## src/hdl/mlru_pkg.sv

```systemverilog
// Shared constants and controller/datapath interface types for the matrix LRU
// page replacement core. Used by mlru_ctrl, mlru_datapath and the top level.
// No dependencies.
package mlru_pkg;

  localparam int DEF_MAX_FRAMES = 8;
  localparam int DEF_PAGE_BITS  = 16;
  localparam int CFG_W          = 4;
  localparam int COUNT_W        = 32;

  localparam logic [CFG_W-1:0] FRAMES_RESET = CFG_W'(8);

  // Commands from the controller to the datapath.
  typedef struct packed {
    logic load;       // latch the page of an accepted beat
    logic lookup;     // resolve hit or empty frame, prime the victim scan
    logic scan_step;  // compare one more matrix row against the best so far
    logic commit;     // update frames, matrix and counter, emit the result
  } mlru_cmd_t;

  // Status from the datapath to the controller.
  typedef struct packed {
    logic found;      // hit or empty frame available, no victim needed
    logic single;     // only one frame active, victim is frame zero
    logic scan_last;  // the current scan step covers the last active row
  } mlru_sts_t;

endpackage

```

## src/hdl/mlru_ctrl.sv

```systemverilog
// Sequencing state machine of the matrix LRU page replacement core.
// Depends on mlru_pkg for the command and status structs.
module mlru_ctrl (
  input  logic              clk,
  input  logic              rst_n,
  input  logic              start,
  output logic              busy,
  input  mlru_pkg::mlru_sts_t sts,
  output mlru_pkg::mlru_cmd_t cmd
);

  localparam logic [1:0] ST_IDLE   = 2'd0;
  localparam logic [1:0] ST_LOOKUP = 2'd1;
  localparam logic [1:0] ST_SCAN   = 2'd2;
  localparam logic [1:0] ST_UPDATE = 2'd3;

  logic [1:0] state_r;
  logic [1:0] state_nxt;

  always_comb begin
    state_nxt = state_r;
    cmd       = '0;
    case (state_r)
      ST_IDLE: begin
        if (start) begin
          cmd.load  = 1'b1;
          state_nxt = ST_LOOKUP;
        end
      end
      ST_LOOKUP: begin
        cmd.lookup = 1'b1;
        if (sts.found || sts.single) begin
          state_nxt = ST_UPDATE;
        end else begin
          state_nxt = ST_SCAN;
        end
      end
      ST_SCAN: begin
        cmd.scan_step = 1'b1;
        if (sts.scan_last) begin
          state_nxt = ST_UPDATE;
        end
      end
      ST_UPDATE: begin
        cmd.commit = 1'b1;
        state_nxt  = ST_IDLE;
      end
      default: begin
        state_nxt = ST_IDLE;
      end
    endcase
  end

  always_ff @(posedge clk) begin
    if (!rst_n) begin
      state_r <= ST_IDLE;
    end else begin
      state_r <= state_nxt;
    end
  end

  assign busy = (state_r != ST_IDLE);

endmodule

```

## src/hdl/mlru_datapath.sv

```systemverilog
// Frame table, LRU bit matrix, victim scan and fault counter of the matrix LRU
// page replacement core. Depends on mlru_pkg; driven by mlru_ctrl.
module mlru_datapath #(
  parameter int MAX_FRAMES = mlru_pkg::DEF_MAX_FRAMES,
  parameter int PAGE_BITS  = mlru_pkg::DEF_PAGE_BITS,
  parameter int FRAME_W    = $clog2(MAX_FRAMES)
) (
  input  logic                         clk,
  input  logic                         rst_n,
  input  logic                         cfg_wr_en,
  input  logic [mlru_pkg::CFG_W-1:0]   cfg_wr_data,
  input  logic [PAGE_BITS-1:0]         in_page_number,
  input  mlru_pkg::mlru_cmd_t          cmd,
  output mlru_pkg::mlru_sts_t          sts,
  output logic                         out_valid,
  output logic                         out_hit,
  output logic [FRAME_W-1:0]           out_frame_index,
  output logic                         out_evicted_valid,
  output logic [PAGE_BITS-1:0]         out_evicted_page,
  output logic [mlru_pkg::COUNT_W-1:0] out_fault_total
);

  localparam int NW = $clog2(MAX_FRAMES + 1);

  logic [mlru_pkg::CFG_W-1:0]   frames_r;
  logic [PAGE_BITS-1:0]         page_r;
  logic [PAGE_BITS-1:0]         resident_r [MAX_FRAMES];
  logic [MAX_FRAMES-1:0]        valid_r;
  logic [MAX_FRAMES-1:0]        age_r [MAX_FRAMES];
  logic [mlru_pkg::COUNT_W-1:0] fault_cnt_r;
  logic                         hit_r;
  logic                         empty_r;
  logic [FRAME_W-1:0]           frame_r;
  logic [FRAME_W-1:0]           best_idx_r;
  logic [MAX_FRAMES-1:0]        best_row_r;
  logic [FRAME_W-1:0]           scan_idx_r;

  logic                         out_valid_r;
  logic                         out_hit_r;
  logic [FRAME_W-1:0]           out_frame_r;
  logic                         out_evicted_r;
  logic [PAGE_BITS-1:0]         out_evicted_page_r;

  logic [NW-1:0]                n_active;
  logic [MAX_FRAMES-1:0]        active;
  logic [MAX_FRAMES-1:0]        match;
  logic [MAX_FRAMES-1:0]        empty;
  logic [FRAME_W-1:0]           match_idx;
  logic [FRAME_W-1:0]           empty_idx;
  logic [MAX_FRAMES-1:0]        ones_mask;
  logic [MAX_FRAMES-1:0]        scan_row;
  logic                         evict;
  logic [FRAME_W-1:0]           tgt_idx;
  logic [MAX_FRAMES-1:0]        tgt_col;
  logic [mlru_pkg::COUNT_W-1:0] fault_cnt_nxt;

  // Out-of-range frame counts are clamped into 1..MAX_FRAMES.
  always_comb begin
    if (frames_r == '0) begin
      n_active = NW'(1);
    end else if (32'(frames_r) > 32'(MAX_FRAMES)) begin
      n_active = NW'(MAX_FRAMES);
    end else begin
      n_active = NW'(frames_r);
    end
  end

  // Parallel compare against every frame; the lowest matching frame wins.
  always_comb begin
    match_idx = '0;
    empty_idx = '0;
    ones_mask = '0;
    for (int i = 0; i < MAX_FRAMES; i++) begin
      active[i] = (32'(i) < 32'(n_active));
      match[i]  = active[i] && valid_r[i] && (resident_r[i] == page_r);
      empty[i]  = active[i] && !valid_r[i];
      // Column j lives at bit MAX_FRAMES-1-j so rows rank as plain numbers.
      ones_mask[MAX_FRAMES-1-i] = active[i];
    end
    for (int i = MAX_FRAMES - 1; i >= 0; i--) begin
      if (match[i]) begin
        match_idx = FRAME_W'(i);
      end
      if (empty[i]) begin
        empty_idx = FRAME_W'(i);
      end
    end
  end

  assign scan_row = age_r[scan_idx_r];

  assign sts.found     = (|match) || (|empty);
  assign sts.single    = (n_active == NW'(1));
  assign sts.scan_last = ((NW'(scan_idx_r) + NW'(1)) == n_active);

  assign evict   = !hit_r && !empty_r;
  assign tgt_idx = evict ? best_idx_r : frame_r;

  always_comb begin
    tgt_col = '0;
    for (int i = 0; i < MAX_FRAMES; i++) begin
      if (FRAME_W'(i) == tgt_idx) begin
        tgt_col[MAX_FRAMES-1-i] = 1'b1;
      end
    end
  end

  always_comb begin
    fault_cnt_nxt = fault_cnt_r;
    if (!hit_r && (fault_cnt_r != '1)) begin
      fault_cnt_nxt = fault_cnt_r + mlru_pkg::COUNT_W'(1);
    end
  end

  // Control state: configuration, valid bits, matrix, counter, strobe.
  always_ff @(posedge clk) begin
    if (!rst_n) begin
      frames_r    <= mlru_pkg::FRAMES_RESET;
      valid_r     <= '0;
      fault_cnt_r <= '0;
      out_valid_r <= 1'b0;
      for (int r = 0; r < MAX_FRAMES; r++) begin
        age_r[r] <= '0;
      end
    end else begin
      out_valid_r <= cmd.commit;
      if (cfg_wr_en) begin
        frames_r <= cfg_wr_data;
      end
      if (cmd.commit) begin
        valid_r[tgt_idx] <= 1'b1;
        fault_cnt_r      <= fault_cnt_nxt;
        for (int r = 0; r < MAX_FRAMES; r++) begin
          if (FRAME_W'(r) == tgt_idx) begin
            age_r[r] <= ones_mask & ~tgt_col;
          end else if (active[r]) begin
            age_r[r] <= age_r[r] & ~tgt_col;
          end
        end
      end
    end
  end

  // Payload registers.
  always_ff @(posedge clk) begin
    if (cmd.load) begin
      page_r <= in_page_number;
    end
    if (cmd.lookup) begin
      hit_r      <= |match;
      empty_r    <= !(|match) && (|empty);
      frame_r    <= (|match) ? match_idx : empty_idx;
      best_idx_r <= '0;
      best_row_r <= age_r[0];
      scan_idx_r <= FRAME_W'(1);
    end
    if (cmd.scan_step) begin
      // Strictly smaller only, so the lowest row keeps a tie.
      if (scan_row < best_row_r) begin
        best_idx_r <= scan_idx_r;
        best_row_r <= scan_row;
      end
      scan_idx_r <= scan_idx_r + FRAME_W'(1);
    end
    if (cmd.commit) begin
      if (!hit_r) begin
        resident_r[tgt_idx] <= page_r;
      end
      out_hit_r          <= hit_r;
      out_frame_r        <= tgt_idx;
      out_evicted_r      <= evict;
      out_evicted_page_r <= evict ? resident_r[tgt_idx] : '0;
    end
  end

  assign out_valid         = out_valid_r;
  assign out_hit           = out_hit_r;
  assign out_frame_index   = out_frame_r;
  assign out_evicted_valid = out_evicted_r;
  assign out_evicted_page  = out_evicted_page_r;
  assign out_fault_total   = fault_cnt_r;

endmodule

```

## src/hdl/matrix_lru_page_replacement_core.sv

```systemverilog
// Top level of the matrix LRU page replacement core.
// Depends on mlru_pkg, mlru_ctrl and mlru_datapath.
//
// Usage:
//   Each input beat carries one page reference on in_page_number. A beat is
//   taken at a rising edge where start is high and busy is low. The core then
//   looks the page up among the active frames, picks an empty frame or an LRU
//   victim on a miss, and updates its bit matrix.
//   Exactly one result beat follows each input beat. It is presented for a
//   single cycle with out_valid high; the receiver cannot stall it, so it
//   must take the beat in that cycle. out_fault_total holds the fault count
//   including the reported reference.
//   After the accepting edge the page is registered, the lookup state resolves
//   a hit or an empty frame, and the update state commits and registers the
//   result; when a victim must be found, a scan state lies between lookup and
//   update. The victim search walks the matrix rows one per cycle through a
//   single comparator. The core takes no new beat before the last result is
//   out: busy is low again in the cycle in which out_valid is high, so the
//   next beat can be taken on the edge that ends it.
//   The frame count register is written through cfg_wr_en and cfg_wr_data;
//   the user must write it only while the core is idle, as the core itself
//   does not enforce this. Reset (rst_n low, synchronous) empties all frames,
//   clears the matrix and fault count, and sets eight frames.
module matrix_lru_page_replacement_core #(
  parameter int MAX_FRAMES = mlru_pkg::DEF_MAX_FRAMES,
  parameter int PAGE_BITS  = mlru_pkg::DEF_PAGE_BITS,
  parameter int FRAME_W    = $clog2(MAX_FRAMES)
) (
  input  logic                         clk,
  input  logic                         rst_n,
  // Configuration write port for the frame count.
  input  logic                         cfg_wr_en,
  input  logic [mlru_pkg::CFG_W-1:0]   cfg_wr_data,
  // Input channel.
  input  logic                         start,
  output logic                         busy,
  input  logic [PAGE_BITS-1:0]         in_page_number,
  // Result channel.
  output logic                         out_valid,
  output logic                         out_hit,
  output logic [FRAME_W-1:0]           out_frame_index,
  output logic                         out_evicted_valid,
  output logic [PAGE_BITS-1:0]         out_evicted_page,
  output logic [mlru_pkg::COUNT_W-1:0] out_fault_total
);

  mlru_pkg::mlru_cmd_t cmd;
  mlru_pkg::mlru_sts_t sts;

  // The controller steps through lookup, victim scan and update; it only
  // sees the datapath through the command and status structs.
  mlru_ctrl u_ctrl (
    .clk   (clk),
    .rst_n (rst_n),
    .start (start),
    .busy  (busy),
    .sts   (sts),
    .cmd   (cmd)
  );

  // The datapath holds the frame table, valid bits, LRU matrix, the
  // running fault count and the registered result beat.
  mlru_datapath #(
    .MAX_FRAMES (MAX_FRAMES),
    .PAGE_BITS  (PAGE_BITS),
    .FRAME_W    (FRAME_W)
  ) u_datapath (
    .clk               (clk),
    .rst_n             (rst_n),
    .cfg_wr_en         (cfg_wr_en),
    .cfg_wr_data       (cfg_wr_data),
    .in_page_number    (in_page_number),
    .cmd               (cmd),
    .sts               (sts),
    .out_valid         (out_valid),
    .out_hit           (out_hit),
    .out_frame_index   (out_frame_index),
    .out_evicted_valid (out_evicted_valid),
    .out_evicted_page  (out_evicted_page),
    .out_fault_total   (out_fault_total)
  );

endmodule

```

## config.mk

```make
export PLATFORM = sky130hd
export DESIGN_NAME = matrix_lru_page_replacement_core
export DESIGN_NICKNAME = d
export VERILOG_FILES = /design/src/hdl/mlru_pkg.sv /design/src/hdl/mlru_ctrl.sv /design/src/hdl/mlru_datapath.sv /design/src/hdl/matrix_lru_page_replacement_core.sv
export SDC_FILE = /design/constraint.sdc
export NUM_CORES = 1
export LEC_CHECK = 0
export ABC_AREA = 1
export BUFFER_PORTS_ARGS = -buffer_cell sky130_fd_sc_hd__buf_4
export CORE_AREA = 10 10 232 179
export CTS_CLUSTER_SIZE = 40
export DETAILED_ROUTE_END_ITERATION = 8
export DIE_AREA = 0 0 242 189
export PLACE_DENSITY = 0.58
export REMOVE_ABC_BUFFERS = 1
export SLEW_MARGIN = 20
export SYNTH_ARGS = -nofsm -noshare
export SYNTH_HDL_FRONTEND = slang
export SYNTH_SLANG_ARGS = --single-unit
```

## constraint.sdc

```tcl
create_clock -name clk -period 3.3 [get_ports clk]
set_clock_uncertainty 0.2 [all_clocks]
set_input_delay 0.33 -clock clk [delete_from_list [all_inputs] [get_ports clk]]
set_output_delay 0.33 -clock clk [all_outputs]
set_load 0.1 [all_outputs]
```

# Word-level counts from Yosys, hierarchy flattened
# Memories as Yosys holds them, arrays and structs flattened. A register that Yosys moved wholly into a read port is not among the register bits.
# Index checks and enable logic that the tools add are counted.
# totals
reg_bits,87
latch_bits,0
mem_bits_rw,192
romBits,0
out_inout_bits,55
mem_count,2
# mem_list
name,depth,width,read_ports,rd_ports_with_merged_regs,wr,line_no,rtl
u_datapath.resident_r,8,16,9,1,1,mlru_datapath.sv:27,logic [PAGE_BITS-1:0] resident_r [MAX_FRAMES];
u_datapath.age_r,8,8,9,1,8,mlru_datapath.sv:29,logic [MAX_FRAMES-1:0] age_r [MAX_FRAMES];
# classes
add_sub_neg,3
multipliers,0
n_div,0
n_lt_le_gt_ge,12
n_eq_ne,23
shifts,0
mux,132
bitwise_logic,27
reduce_logical,51
# op_table
cell,n
2-to-1 mux 8 bit,19
== test 16 bit,8
2-to-1 mux 1 bit,83
AND 8 bit,9
2-to-1 mux 3 bit,24
adder 32 x 1 -> 32 bit (second input constant),1
!= test 32 bit (second input constant),1
logical AND 1 bit,28
< comparator 3 x 4 -> 1 bit (first input constant),4
OR 1 bit,16
OR reduction 8 bit,2
== test 3 bit (first input constant),4
zero test 1 bit,12
< comparator 1 x 4 -> 1 bit (first input constant),2
< comparator 2 x 4 -> 1 bit (first input constant),2
< comparator 8 bit,1
2-to-1 mux 4 bit,2
inverter 8 bit,1
OR 8 bit,1
one-hot mux 2 bit (4 select lines),1
== test 2 x 3 -> 1 bit (first input constant),2
adder 3 x 1 -> 4 bit (second input constant),1
== test 2 bit (second input constant),2
== test 4 x 1 -> 1 bit (second input constant),1
other kinds (16),21

# Depth between registers and ports, before layout
# Gate-level depths: netlist (run 1).
# depth
depth_word,15
ltp_mapped,17
ltp_nobuf,16

# Hierarchy
# Synthesis (run 1) repeated with hierarchy kept, for this count alone.
# hier_totals
cells_unflattened,1577
area_unflattened_um2,14898.0
# modules_own_cells
module,n_inst,cells_each,area_per_inst_um2,seq_area_each_um2
mlru_datapath,1,1550,14702.9,8298.0
mlru_ctrl,1,27,195.2,40.0

# Least setup slack after synthesis (run 1)
# Ideal clock, no wire load.
# synth_timing
kind,register to register
startpoint,register u_ctrl.state_r[0]
endpoint,memory u_datapath.resident_r[7][0] (netlist bit) (enable)
setup_time_ns,0.389
arrival_time_ns,2.384
required_ns,2.711
setup_slack_ns,0.327
stages_incl_launch_ff,6
cell_sequence,dfxtp_1 ha_1 inv_1 nor2_1 inv_1 nor2_1
# synth_lines
item,line_no,rtl
from (decl),mlru_ctrl.sv:17,logic [1:0] state_r;
from (signal assigned),mlru_ctrl.sv:58,state_r <= state_nxt;
to (decl),mlru_datapath.sv:27,

# Worst setup path after layout (run 1)
# layout_timing
startpoint,register u_datapath.hit_r
endpoint,"register u_datapath.out_evicted_page_r[8] (netlist: u_datapath.out_evicted_page[8]), read port of u_datapath.resident_r, data pin"
# layout_via
elab_chain_len,3
# layout_lines
item,line_no,rtl
from (decl),mlru_datapath.sv:31,logic hit_r;
from (signal assigned),mlru_datapath.sv:150,hit_r <= |match;
zero test 1 bit,mlru_datapath.sv:96,assign evict = !hit_r && !empty_r;
logical AND 1 bit,mlru_datapath.sv:96,
2-to-1 mux 3 bit,mlru_datapath.sv:97,assign tgt_idx = evict ? best_idx_r : frame_r;
net u_datapath.tgt_idx[2],mlru_datapath.sv:53,logic [FRAME_W-1:0] tgt_idx;
to (decl),mlru_datapath.sv:42,logic [PAGE_BITS-1:0] out_evicted_page_r;
# The timed path passes the listed nets, and every way through them passes these cells.
# A chain may end at the register's enable or synchronous reset.

==> metrics.log, run 1 <==
INFO  metric grt_antenna_before_repair = 0
INFO  metric post_route_cells_drive_above_1_share = 0.125
INFO  metric firstDrtPassIters = 6
INFO  metric initial_utilization = 0.447
INFO  metric routabilityCongestion = 0.974
INFO  metric async_flop_share = 0
INFO  metric area_growth = 15.4%
INFO  metric cts_setup_buffers = 0
INFO  metric most_used_cells_in_the_layout_excluding_fill_and_tap_cells = sky130_fd_sc_hd__nand2_1 (520), sky130_fd_sc_hd__edfxtp_1 (237), sky130_fd_sc_hd__nor2_1 (219)
INFO  metric numClockSinks = 298
INFO  metric maxClockFrequency = 312 MHz
INFO  metric min_period_over_period = 0.970
INFO  metric design.final.nets = 2086
INFO  metric fp.dieH = 189 µm
INFO  metric final-setup-viol-count = 0
INFO  metric gr-total-overflow = 0
INFO  metric grtUsageTotal = 0.255
INFO  metric dieArea = 45700 µm²
INFO  metric path_clk_slew = 0.06 ns
INFO  metric outcome = complete, no violations
INFO  metric worst_setup_path_startpoint = u_datapath.hit_r
INFO  metric mostFrequentLayoutCell = sky130_fd_sc_hd__nand2_1
INFO  metric critPathCaptureType = register
INFO  metric grt_pass1_wl = 88600 µm
INFO  metric top_cell_type_s_share_of_synthesized_area = 0.433
INFO  metric rrSetupSlack = 0.1 ns
INFO  metric residual_drc_count = 0
INFO  metric detail_route.vias_per_cell = 5.67
INFO  metric relSlewSlack = 0.402
INFO  metric postRouteAntennaNets = 0
INFO  metric final.min_clock_period = 3.20 ns
INFO  metric worst-path-buf-inv = 2
INFO  metric leakage_power = 7.77 nW
INFO  metric final_design_area_no_fill = 19000 µm²
INFO  metric aggregate_routed_wire_length = 59800 µm
INFO  metric netlist_instances = 1933
INFO  metric synth-edff-count = 237
INFO  metric synth.largest_area_cell = sky130_fd_sc_hd__edfxtp_1
INFO  metric timing.critical_path.slowest_cell_delay = 0.67 ns
INFO  metric synth.yosys.warnings = 0
INFO  metric ys_dominant_reg_cell = sky130_fd_sc_hd__edfxtp_1
INFO  metric antenna_cells_inserted = 0
INFO  metric maxCapViolations = 0
INFO  metric ctsLongestPathBuffers = 3
INFO  metric cts_inserted_buffers = 35
INFO  metric cp_startpoint_kind = register
INFO  metric synth.yosys.seq_area_share = 0.507
INFO  metric timing.hold.worst.class = in2reg
INFO  metric maximum_fanout_along_the_worst_path = 21
INFO  metric series_of_cell_instances_along_the_critical_path = inv_2 > nand2_4 > nand2_1 > o21ai_4 > nand3_4 > inv_1 > a221oi_1 > a41oi_1
INFO  metric grt_max_degree = 38
INFO  metric via_count = 14608
INFO  metric number_of_top_level_pins = 79
INFO  metric hold-worst-slack = 0.0846 ns
INFO  metric arrival = 3.21 ns
INFO  metric cpMaxStageDelayCell = sky130_fd_sc_hd__a221oi_1
INFO  metric worst_ep_required_time = 3.31 ns
INFO  metric synthesis.area_per_instance = 8.51 µm²
INFO  metric fp.dieW = 242 µm
INFO  metric numPortBuffers = 78
INFO  metric detail_route.iter0.violations = 1900
INFO  metric holdCritStartpoint = start
INFO  metric synth_seq_cells = 298
INFO  metric routed_wire_length_per_instance = 23.2 µm
INFO  metric place_area = 17600 µm²
INFO  metric syn_area = 16400 µm²
INFO  metric peakVddDrop = 472 µV
INFO  metric cts-root-buf = sky130_fd_sc_hd__clkbuf_16
INFO  metric yosys.cell_types.count = 61
INFO  metric pwr_density_cell = 653 nW/µm²
INFO  metric insertion_delay = 0.54 ns
INFO  metric netlist_top_cells_area = sky130_fd_sc_hd__edfxtp_1 (43%), sky130_fd_sc_hd__nand2_1 (12%), sky130_fd_sc_hd__dfxtp_1 (7.4%)
INFO  metric worst_path_dominant_cell_family = compound AO/OA/AOI/OAI gates
INFO  metric finalHoldViolCount = 0
INFO  metric report.power.total = 12.4 mW
INFO  metric cts_repair_resize_count = 0
INFO  metric crit_type = reg2reg
INFO  metric worst_setup_slack_after_layout = 0.0993 ns
INFO  metric grt_pass1_vias = 13705
INFO  metric report.final.slew_viol_count = 0
INFO  metric place.detailed.hpwl = 45500 µm
INFO  metric core_region_area = 36800 µm²
INFO  metric tritoncts = done
INFO  metric fp-row-count = 61
INFO  metric worst-slew-pin-transition = 0.893 ns
INFO  metric regToRegStartpoint = u_datapath.hit_r
INFO  metric placement.setup.worst_slack = 0.258 ns
INFO  metric unrepaired_setup_endpoints_after_global_routing = no
INFO  metric htree_levels = 2
-- Yosys cell counts, drive strengths merged (3+ instances only) --
| cell | number |
|---|---|
| a211oi | 28 |
| a21oi | 91 |
| a221oi | 10 |
| a22oi | 23 |
| a31oi | 13 |
| a41oi | 9 |
| buf | 50 |
| clkbuf | 16 |
| clkinv | 5 |
| dfxtp | 61 |
| edfxtp | 237 |
| ha | 14 |
| inv | 228 |
| nand2 | 543 |
| nand3 | 65 |
| nand3b | 5 |
| nand4 | 37 |
| nor2 | 232 |
| nor3 | 35 |
| nor3b | 6 |
| nor4 | 14 |
| o211ai | 3 |
| o21ai | 123 |
| o22ai | 16 |
| o32ai | 6 |
| or2 | 3 |
| xnor2 | 21 |
| xor2 | 31 |
-- cells by family (layout without fill, tap and decap cells) --
kind of cell,count (synthesis),count (layout),synth area share
xor gates and xnor gates,52,52,0.0277
and+or+nand+nor,943,943,0.251
adders and majority gates,14,14,0.0106
AOI/OAI and AO/OA,327,327,0.124
DFF,298,298,0.507
buffers and inverters,299,438,0.0796
-- final cells by class --
class	instances	area (µm²)
inverters	233	892
clock buffers	43	968
clock inverters	18	206
well taps	504	631
fillers	3518	17800
repair buffers	144	1130
flip-flops and latches	298	8340
multi-input cells	1336	6810
-- report_power, final --
group	internal (mW)	total [mW]	switching, mW	leakage (nW)
sequential	4.49	4.75	0.261	2.72
clock	2.47	4.09	1.62	0.574
combinational	0.993	3.56	2.57	4.47
total	7.95	12.4	4.45	7.77
-- routing by layer --
layer	up-vias	part of all wire	wire length (µm)	track usage
li1	6763	-	-	-
met1	7003	0.48	28500	0.395
met2	769	0.39	23200	0.340
met3	73	0.12	7120	0.0707
met4	0	0.016	950	0.0502
met5	-	0	0	0
-- worst min-delay path, stage by stage --
cell,delay (ns)
sky130_fd_sc_hd__buf_4,0.08
sky130_fd_sc_hd__nor2_1,0.07
sky130_fd_sc_hd__a21oi_2,0.18
sky130_fd_sc_hd__a21oi_1,0.10
-- registers in the layout (all words and copies together) (netlist names), 2 cells and up, named ones only --
signal                       flops
u_ctrl.state_r                   2
u_datapath.age_r                64
u_datapath.best_idx_r            3
u_datapath.best_row_r            8
u_datapath.frame_r               3
u_datapath.frames_r              4
u_datapath.out_evicted_page     16
u_datapath.out_fault_total      32
u_datapath.out_frame_index       3
u_datapath.page_r               16
u_datapath.resident_r          128
u_datapath.scan_idx_r            3
u_datapath.valid_r               8
-- metrics by stage --
stage	instances	setup TNS [ns]	utilization
2_1_floorplan	1867	-14.95	-
3_3_place_gp	2494	0	0.478
3_5_place_dp	2494	0	0.478
4_1_cts	2576	0	0.516
5_1_grt	2576	0	0.516
6_report	2576	0	0.516
-- path summary, 6_finish.rpt --
check	end	cells after the start
worst max-delay path	u_datapath.out_evicted_page[8]	8
worst min-delay path	u_ctrl.state_r[1]	4
worst max register to register	u_datapath.out_evicted_page[8]	8
worst min register to register	u_datapath.out_fault_total[7]	2
-- what timing repair did --
item / 4_1_cts / 5_1_grt
endpoints found under the hold margin: 20 / 0
endpoints found under the setup margin: 0 / 0
hold buffers: 21 / 0
(Power assumes the default switching activity.)
==> run 2: changes to the inputs <==
--- a/config.mk
+++ b/config.mk
@@ -7,11 +7,11 @@
 export LEC_CHECK = 0
 export ABC_AREA = 1
 export BUFFER_PORTS_ARGS = -buffer_cell sky130_fd_sc_hd__buf_4
-export CORE_AREA = 10 10 232 179
-export CTS_CLUSTER_SIZE = 40
+export CORE_AREA = 10 10 221 171
+export CTS_CLUSTER_SIZE = 28
 export DETAILED_ROUTE_END_ITERATION = 8
-export DIE_AREA = 0 0 242 189
-export PLACE_DENSITY = 0.58
+export DIE_AREA = 0 0 231 181
+export PLACE_DENSITY = 0.63
 export REMOVE_ABC_BUFFERS = 1
 export SLEW_MARGIN = 20
 export SYNTH_ARGS = -nofsm -noshare
==> run 2 against run 1 <==
Net effect:
- combinational power barely moved
- total power fell by 2.5%
- sequential power about the same
- maximum frequency up 1.4%
- core utilization grew 5.2 points
- highest routed layer unchanged
- cell area down 0.55%
- critical path depth down 1
==> metrics.log, run 2 (synthesis gave the netlist of run 1 again) <==
INFO  metric area_growth = 14.7%
INFO  metric final.min_clock_period = 3.16 ns (-0.0436 ns)
INFO  metric relSlewSlack = 0.459 (+0.0575)
INFO  metric number_of_non_filler_instances_in_the_completed_layout = 2523 (-2.1%)
INFO  metric post_route_cells_drive_above_1_share = 0.126 (+0.00139)
INFO  metric peakVddDrop = 479 µV (+1.6%)
INFO  metric design.final.nets = 2085 (-0.048%)
INFO  metric detail_route.iter0.violations = 2048 (+7.8%)
INFO  metric tritoncts = done
INFO  metric leakage_power = 7.75 nW (-0.24%)
INFO  metric number_of_top_level_pins = 79 (unchanged)
INFO  metric maximum_fanout_along_the_worst_path = 21 (unchanged)
INFO  metric grt_max_degree = 38 (unchanged)
INFO  metric mostFrequentLayoutCell = sky130_fd_sc_hd__nand2_1
INFO  metric residual_drc_count = 0 (unchanged)
INFO  metric cp_startpoint_kind = register
INFO  metric via_count = 14489 (-0.81%)
INFO  metric cts-root-buf = sky130_fd_sc_hd__clkbuf_16
INFO  metric register_containing_the_most_flip_flops_in_the_final_layout = u_datapath.resident_r
INFO  metric holdCritStartpoint = start
INFO  metric post-place-cells = 2438 (-2.2%)
INFO  metric min_delay_path_depth = 4 (unchanged)
INFO  metric gr-total-overflow = 0 (unchanged)
INFO  metric worst-slew-pin-transition = 0.808 ns (-0.0859 ns)
INFO  metric fp-row-count = 58 (-4.9%)
INFO  metric timing.hold.worst.class = in2reg
INFO  metric final_util = 0.568 (+0.0520)
INFO  metric place.detailed.hpwl = 43300 µm (-4.8%)
INFO  metric numClockSinks = 298 (unchanged)
INFO  metric place_area = 17500 µm² (-0.40%)
INFO  metric critPathCaptureType = register
INFO  metric most_used_cells_in_the_layout_excluding_fill_and_tap_cells = sky130_fd_sc_hd__nand2_1 (520), sky130_fd_sc_hd__edfxtp_1 (237), sky130_fd_sc_hd__nor2_1 (219)
INFO  metric dieArea = 41800 µm² (-8.6%)
INFO  metric grt_antenna_before_repair = 0 (unchanged)
INFO  metric insertion_delay = 0.54 ns (about the same)
INFO  metric grt_pass1_vias = 13369 (-2.5%)
INFO  metric routed_wire_length_per_instance = 22.7 µm (-2.1%)
INFO  metric fillCellCount = 3068 (-13%)
INFO  metric maxCapViolations = 0 (unchanged)
INFO  metric fp.dieW = 231 µm (-4.5%)
INFO  metric routabilityCongestion = 0.989 (+1.5%)
INFO  metric crit-reg2reg-capture = u_datapath.age_r[6][7]
INFO  metric aggregate_routed_wire_length = 57300 µm (-4.2%)
INFO  metric hold-worst-slack = 0.0328 ns (-0.0518 ns)
INFO  metric final_design_area_no_fill = 18900 µm² (-0.55%)
INFO  metric unrepaired_setup_endpoints_after_global_routing = no
INFO  metric report.final.slew_viol_count = 0 (unchanged)
INFO  metric worst_setup_slack_after_layout = 0.143 ns (+0.0436 ns)
INFO  metric finalHoldViolCount = 0 (unchanged)
INFO  metric largest_reg_flops = 128 (unchanged)
INFO  metric htree_levels = 2 (unchanged)
INFO  metric grt_pass1_wl = 84900 µm (-4.2%)
INFO  metric numPortBuffers = 78 (unchanged)
INFO  metric outcome = complete, no violations
INFO  metric final-setup-viol-count = 0 (unchanged)
INFO  metric grtUsageTotal = 0.267 (+0.0128)
INFO  metric placement.setup.worst_slack = 0.223 ns (-0.0349 ns)
INFO  metric maxClockFrequency = 317 MHz (+1.4%)
INFO  metric reg2regPathDepth = 7 (-1)
INFO  metric regToRegStartpoint = u_datapath.hit_r
INFO  metric report.power.total = 12.1 mW (-2.5%)
INFO  metric antenna_cells_inserted = 0 (unchanged)
INFO  metric ctsLongestPathBuffers = 3 (unchanged)
INFO  metric min_period_over_period = 0.957 (-0.0132)
INFO  metric postRouteAntennaNets = 0 (unchanged)
INFO  metric crit_type = reg2reg
INFO  metric setup_tns = 0 ns (unchanged)
INFO  metric pwr_density_cell = 641 nW/µm² (-1.9%)
INFO  metric core_region_area = 33200 µm² (-9.7%)
INFO  metric fp.dieH = 181 µm (-4.2%)
INFO  metric arrival = 3.13 ns (-0.08 ns)
INFO  metric detail_route.vias_per_cell = 5.74 (+1.3%)
INFO  metric initial_utilization = 0.495 (+0.0478)
INFO  metric rrSetupSlack = 0.14 ns (+0.04 ns)
INFO  metric worst_ep_required_time = 3.27 ns (-0.04 ns)
INFO  metric hold-path-endpoint = u_ctrl.state_r[1]
INFO  metric cts_inserted_buffers = 34 (-2.9%)
INFO  metric firstDrtPassIters = 5 (-1)
INFO  metric path_clk_slew = 0.06 ns (about the same)
-- run 2: cell count changes in the layout (fill, tap and decap cells not counted), sizes merged --
| cell | before | now |
|---|---|---|
| buf | 123 | 121 |
| bufinv | 5 | 2 |
| clkbuf | 43 | 44 |
| clkinv | 17 | 19 |
| clkinvlp | 0 | 2 |
| dlygate4sd3 | 21 | 23 |
| inv | 229 | 228 |
-- run 2: report_power, final --
group | internal [mW] | leakage, nW | switching, mW
clock network | 2.24 | 0.546 | 1.59
logic | 0.992 | 4.48 | 2.53
registers | 4.49 | 2.72 | 0.248
total | 7.72 | 7.75 | 4.38
-- run 2: layer usage --
layer,GRT usage,wire [µm],vias up
li1,-,-,6742
met1,0.421,26700,6843
met2,0.345,21900,832
met3,0.0831,7830,72
met4,0.0502,889,0
met5,0,0,-
-- run 2: final cells by class --
class | count | area [µm²] | area share
flip-flops and latches | 298 | 8340 | 0.442
inverters | 233 | 892 | 0.0473
clock inverters | 18 | 141 | 0.00749
repair buffers | 144 | 1150 | 0.0610
clock buffers | 44 | 972 | 0.0515
well taps | 450 | 563 | 0.0298
multi-input cells | 1336 | 6810 | 0.361
-- run 2: worst max path at each step --
stage | startpoint | endpoint | slack, ns | depth (start not counted)
after floorplan | register | u_datapath.best_idx_r[1] | -1.42 | 11
after global placement | u_datapath.hit_r | u_datapath.out_evicted_page[8] | 0.24 | 8
after detailed placement | u_datapath.hit_r | u_datapath.age_r[6][5] | 0.22 | 7
after CTS | u_datapath.hit_r | u_datapath.age_r[6][7] | 0.21 | 7
after global routing | u_datapath.hit_r | u_datapath.age_r[6][7] | 0.04 | 8
final | u_datapath.hit_r | u_datapath.age_r[6][7] | 0.14 | 7
-- run 2: what timing repair did --
action	4_1_cts	5_1_grt
resized for setup	0	1
buffers inserted	0	0
endpoints found under the hold margin	20	0
endpoints found under the setup margin	0	1
hold buffers	23	0
-- run 2: worst max-delay path, cell delays in order (launching register included) --
cell                       delay (ns)
sky130_fd_sc_hd__edfxtp_1        0.48
sky130_fd_sc_hd__inv_2           0.11
sky130_fd_sc_hd__nand2_4         0.21
sky130_fd_sc_hd__o21ai_4         0.35
sky130_fd_sc_hd__nand3_4         0.36
sky130_fd_sc_hd__inv_1           0.53
sky130_fd_sc_hd__nand2_1         0.16
sky130_fd_sc_hd__nand3_1         0.38
==> run 3: changes to the inputs <==
--- a/config.mk
+++ b/config.mk
@@ -7,11 +7,13 @@
 export LEC_CHECK = 0
 export ABC_AREA = 1
 export BUFFER_PORTS_ARGS = -buffer_cell sky130_fd_sc_hd__buf_4
-export CORE_AREA = 10 10 221 171
+export CELL_PAD_IN_SITES_DETAIL_PLACEMENT = 0
+export CELL_PAD_IN_SITES_GLOBAL_PLACEMENT = 1
+export CORE_AREA = 10 10 225 174
 export CTS_CLUSTER_SIZE = 28
 export DETAILED_ROUTE_END_ITERATION = 8
-export DIE_AREA = 0 0 231 181
-export PLACE_DENSITY = 0.63
+export DIE_AREA = 0 0 235 184
+export PLACE_DENSITY = 0.77
 export REMOVE_ABC_BUFFERS = 1
 export SLEW_MARGIN = 20
 export SYNTH_ARGS = -nofsm -noshare
==> run 3 against run 2 <==
Net effect:
- clock power is 2% lower
- setup slack gained 0.15 ns
- cell area about the same
- largest power group unchanged
- core utilization is 2.1 points lower
- first-iteration DRC count is 9.4% lower
- critical endpoint is now u_datapath.age_r[1][6]
- highest routed layer unchanged
- final cell count is 0.32% higher
- via count shrank 0.50%
- routed wire length increased by 0.27%
- clock-buffer cell count decreased by 3
- sequential share of layout area hardly changed
- global-route usage decreased by 1.0 points
- largest cell class unchanged
==> metrics.log, run 3 (synthesis gave the netlist of run 1 again) <==
INFO  metric worst-slew-pin-transition = 0.975 ns (+0.168 ns)
INFO  metric peakVddDrop = 474 µV (-1.1%)
INFO  metric power_internal = 7.67 mW (-0.63%)
INFO  metric insertion_delay = 0.53 ns (about the same)
INFO  metric area_growth = 14.6% (about the same)
INFO  metric fp.dieW = 235 µm (+1.7%)
INFO  metric register_containing_the_most_flip_flops_in_the_final_layout = u_datapath.resident_r
INFO  metric setup_tns = 0 ns (unchanged)
INFO  metric crit_type = reg2reg
INFO  metric final.min_clock_period = 3.00 ns (-0.154 ns)
INFO  metric worst_ep_required_time = 3.29 ns (+0.02 ns)
INFO  metric leakage_power = 7.75 nW (about the same)
INFO  metric fp-row-count = 59 (+1.7%)
INFO  metric grt_pass1_wl = 84700 µm (-0.27%)
INFO  metric htree_levels = 2 (unchanged)
INFO  metric cp_startpoint_kind = register
INFO  metric relSlewSlack = 0.350 (-0.110)
INFO  metric grtUsageTotal = 0.257 (-0.0103)
INFO  metric reg2regPathDepth = 9 (+2)
INFO  metric grt_max_degree = 38 (unchanged)
INFO  metric initial_utilization = 0.477 (-0.0178)
INFO  metric tritoncts = done
INFO  metric cts_inserted_buffers = 34 (unchanged)
INFO  metric worst_setup_slack_after_layout = 0.297 ns (+0.154 ns)
INFO  metric detail_route.iter0.violations = 1855 (-9.4%)
INFO  metric power_switching = 4.40 mW (+0.61%)
INFO  metric cp-endpoint = u_datapath.age_r[1][6]
INFO  metric cts-root-buf = sky130_fd_sc_hd__clkbuf_16
INFO  metric largest_reg_flops = 128 (unchanged)
INFO  metric fp.dieH = 184 µm (+1.7%)
INFO  metric design.final.nets = 2088 (+0.14%)
INFO  metric critPathCaptureType = register
INFO  metric rrSetupSlack = 0.30 ns (+0.15 ns)
INFO  metric grt_pass1_vias = 13307 (-0.46%)
INFO  metric outcome = complete, no violations
INFO  metric core_region_area = 34500 µm² (+3.7%)
INFO  metric gr-total-overflow = 0 (unchanged)
INFO  metric place.detailed.hpwl = 43800 µm (+1.1%)
INFO  metric timing.hold.worst.class = in2reg
INFO  metric numClockSinks = 298 (unchanged)
INFO  metric maxCapViolations = 0 (unchanged)
INFO  metric post_route_cells_drive_above_1_share = 0.129 (+0.00235)
INFO  metric power.share.combinational = 0.293 (about the same)
INFO  metric postRouteAntennaNets = 0 (unchanged)
INFO  metric routabilityCongestion = 0.987 (-0.20%)
INFO  metric firstDrtPassIters = 5 (unchanged)
INFO  metric detail_route.vias_per_cell = 5.70 (-0.81%)
INFO  metric report.final.slew_viol_count = 0 (unchanged)
INFO  metric finalHoldViolCount = 0 (unchanged)
INFO  metric min_period_over_period = 0.910 (-0.0466)
INFO  metric mostFrequentLayoutCell = sky130_fd_sc_hd__nand2_1
INFO  metric residual_drc_count = 0 (unchanged)
INFO  metric worst_setup_path_startpoint = u_datapath.hit_r
INFO  metric antenna_cells_inserted = 0 (unchanged)
INFO  metric unrepaired_setup_endpoints_after_global_routing = no
INFO  metric clkPwrFrac = 0.313 (-0.004)
INFO  metric switching_share = 0.365 (+0.00287)
INFO  metric maxClockFrequency = 333 MHz (+5.1%)
INFO  metric dieArea = 43200 µm² (+3.4%)
INFO  metric arrival = 2.99 ns (-0.14 ns)
INFO  metric cts_setup_buffers = 0 (unchanged)
INFO  metric via_count = 14417 (-0.50%)
INFO  metric aggregate_routed_wire_length = 57500 µm (+0.27%)
INFO  metric final-setup-viol-count = 0 (unchanged)
INFO  metric regToRegStartpoint = u_datapath.hit_r
INFO  metric path_clk_slew = 0.06 ns (about the same)
INFO  metric most_used_cells_in_the_layout_excluding_fill_and_tap_cells = sky130_fd_sc_hd__nand2_1 (519), sky130_fd_sc_hd__edfxtp_1 (237), sky130_fd_sc_hd__nor2_1 (219)
INFO  metric grt_antenna_before_repair = 0 (unchanged)
INFO  metric seq_power_share = 0.394 (+0.003)
INFO  metric pwr_density_cell = 640 nW/µm² (-0.11%)
INFO  metric maximum_fanout_along_the_worst_path = 21 (unchanged)
INFO  metric numPortBuffers = 78 (unchanged)
INFO  metric number_of_top_level_pins = 79 (unchanged)
INFO  metric crit-reg2reg-capture = u_datapath.age_r[1][6]
INFO  metric placement.setup.worst_slack = 0.248 ns (+0.0248 ns)
INFO  metric routed_wire_length_per_instance = 22.7 µm (about the same)
INFO  metric ctsLongestPathBuffers = 3 (unchanged)
==> run 3: changes by cell type in the layout (fill, tap and decap cells not counted), moves of 2 or more <==
cell	change
sky130_fd_sc_hd__dlygate4sd3_1	-2
sky130_fd_sc_hd__buf_4	+6
sky130_fd_sc_hd__clkbuf_8	-2
sky130_fd_sc_hd__clkinv_2	+2
==> run 3: area by class of cell <==
| type | count | area (µm²) |
|---|---|---|
| Clock buffer | 41 | 941 |
| Inverter | 233 | 896 |
| Clock inverter | 19 | 145 |
| Sequential cell | 298 | 8340 |
| Tap cell | 457 | 572 |
| Fill cell | 3173 | 15600 |
| Multi-Input combinational cell | 1336 | 6810 |
| Timing Repair Buffer | 147 | 1160 |
==> run 3: routing by layer <==
| metal | up-vias | track usage | routed length (µm) |
|---|---|---|---|
| li1 | 6733 | - | - |
| met3 | 49 | 0.0778 | 7460 |
| met2 | 797 | 0.350 | 22500 |
| met4 | 0 | 0.0451 | 757 |
| met1 | 6838 | 0.391 | 26700 |
| met5 | - | 0 | 0 |
==> run 3: stage by stage <==
| stage | std cells | hold slack (ns) | area [µm²] | util | power, mW |
|---|---|---|---|---|---|
| 5_1_grt | 2531 | 0.0546 | 18900 | 0.547 | 12.6 |
| 6_report | 2531 | 0.0349 | 18900 | 0.547 | 12.1 |
| 3_5_place_dp | 2450 | 0.278 | 17600 | 0.509 | 8.27 |
| 4_1_cts | 2531 | 0.0247 | 18900 | 0.547 | 12.0 |
| 3_3_place_gp | 2450 | 0.270 | 17600 | 0.509 | 8.25 |
| 2_1_floorplan | 1867 | 0.229 | 16000 | - | 6.96 |
==> run 3: critical path, stage by stage (launching register included) <==
cell and delay [ns]:
sky130_fd_sc_hd__edfxtp_1 0.44, sky130_fd_sc_hd__inv_2 0.07, sky130_fd_sc_hd__nand2_4 0.30, sky130_fd_sc_hd__nand2_1 0.16, sky130_fd_sc_hd__o21ai_4 0.15, sky130_fd_sc_hd__nor2_4 0.07, sky130_fd_sc_hd__nand2_4 0.21, sky130_fd_sc_hd__inv_2 0.23
sky130_fd_sc_hd__o21ai_2 0.48, sky130_fd_sc_hd__nand2_1 0.37
==> run 3: timing repair <==
| action | 4_1_cts | 5_1_grt |
|---|---|---|
| gates resized for setup | 0 | 2 |
| hold buffers | 21 | 0 |
| setup endpoints to repair | 0 | 11 |
| endpoints found under the hold margin | 20 | 0 |
==> run 3: power by group through the flow <==
stage	Combinational, mW	Sequential, mW	Clock (mW)
after floorplan	1.95	5.01	0
after global placement	3.42	4.82	0
after detailed placement	3.45	4.82	0
after CTS	3.48	4.74	3.81
after global routing	3.90	4.78	3.94
final	3.54	4.76	3.77
==> run 3: worst min-delay path by stage <==
stage | cells after the start | start | end | slack [ns]
final | 4 | start | u_ctrl.state_r[1] | 0.03
after global routing | 4 | start | u_ctrl.state_r[1] | 0.05
after CTS | 4 | start | u_ctrl.state_r[1] | 0.02
after detailed placement | 1 | u_datapath.out_fault_total[8] | u_datapath.out_fault_total[8] | 0.28
after global placement | 1 | u_datapath.out_fault_total[8] | u_datapath.out_fault_total[8] | 0.27
after floorplan | 0 | in_page_number[0] | u_datapath.page_r[0] | 0.23
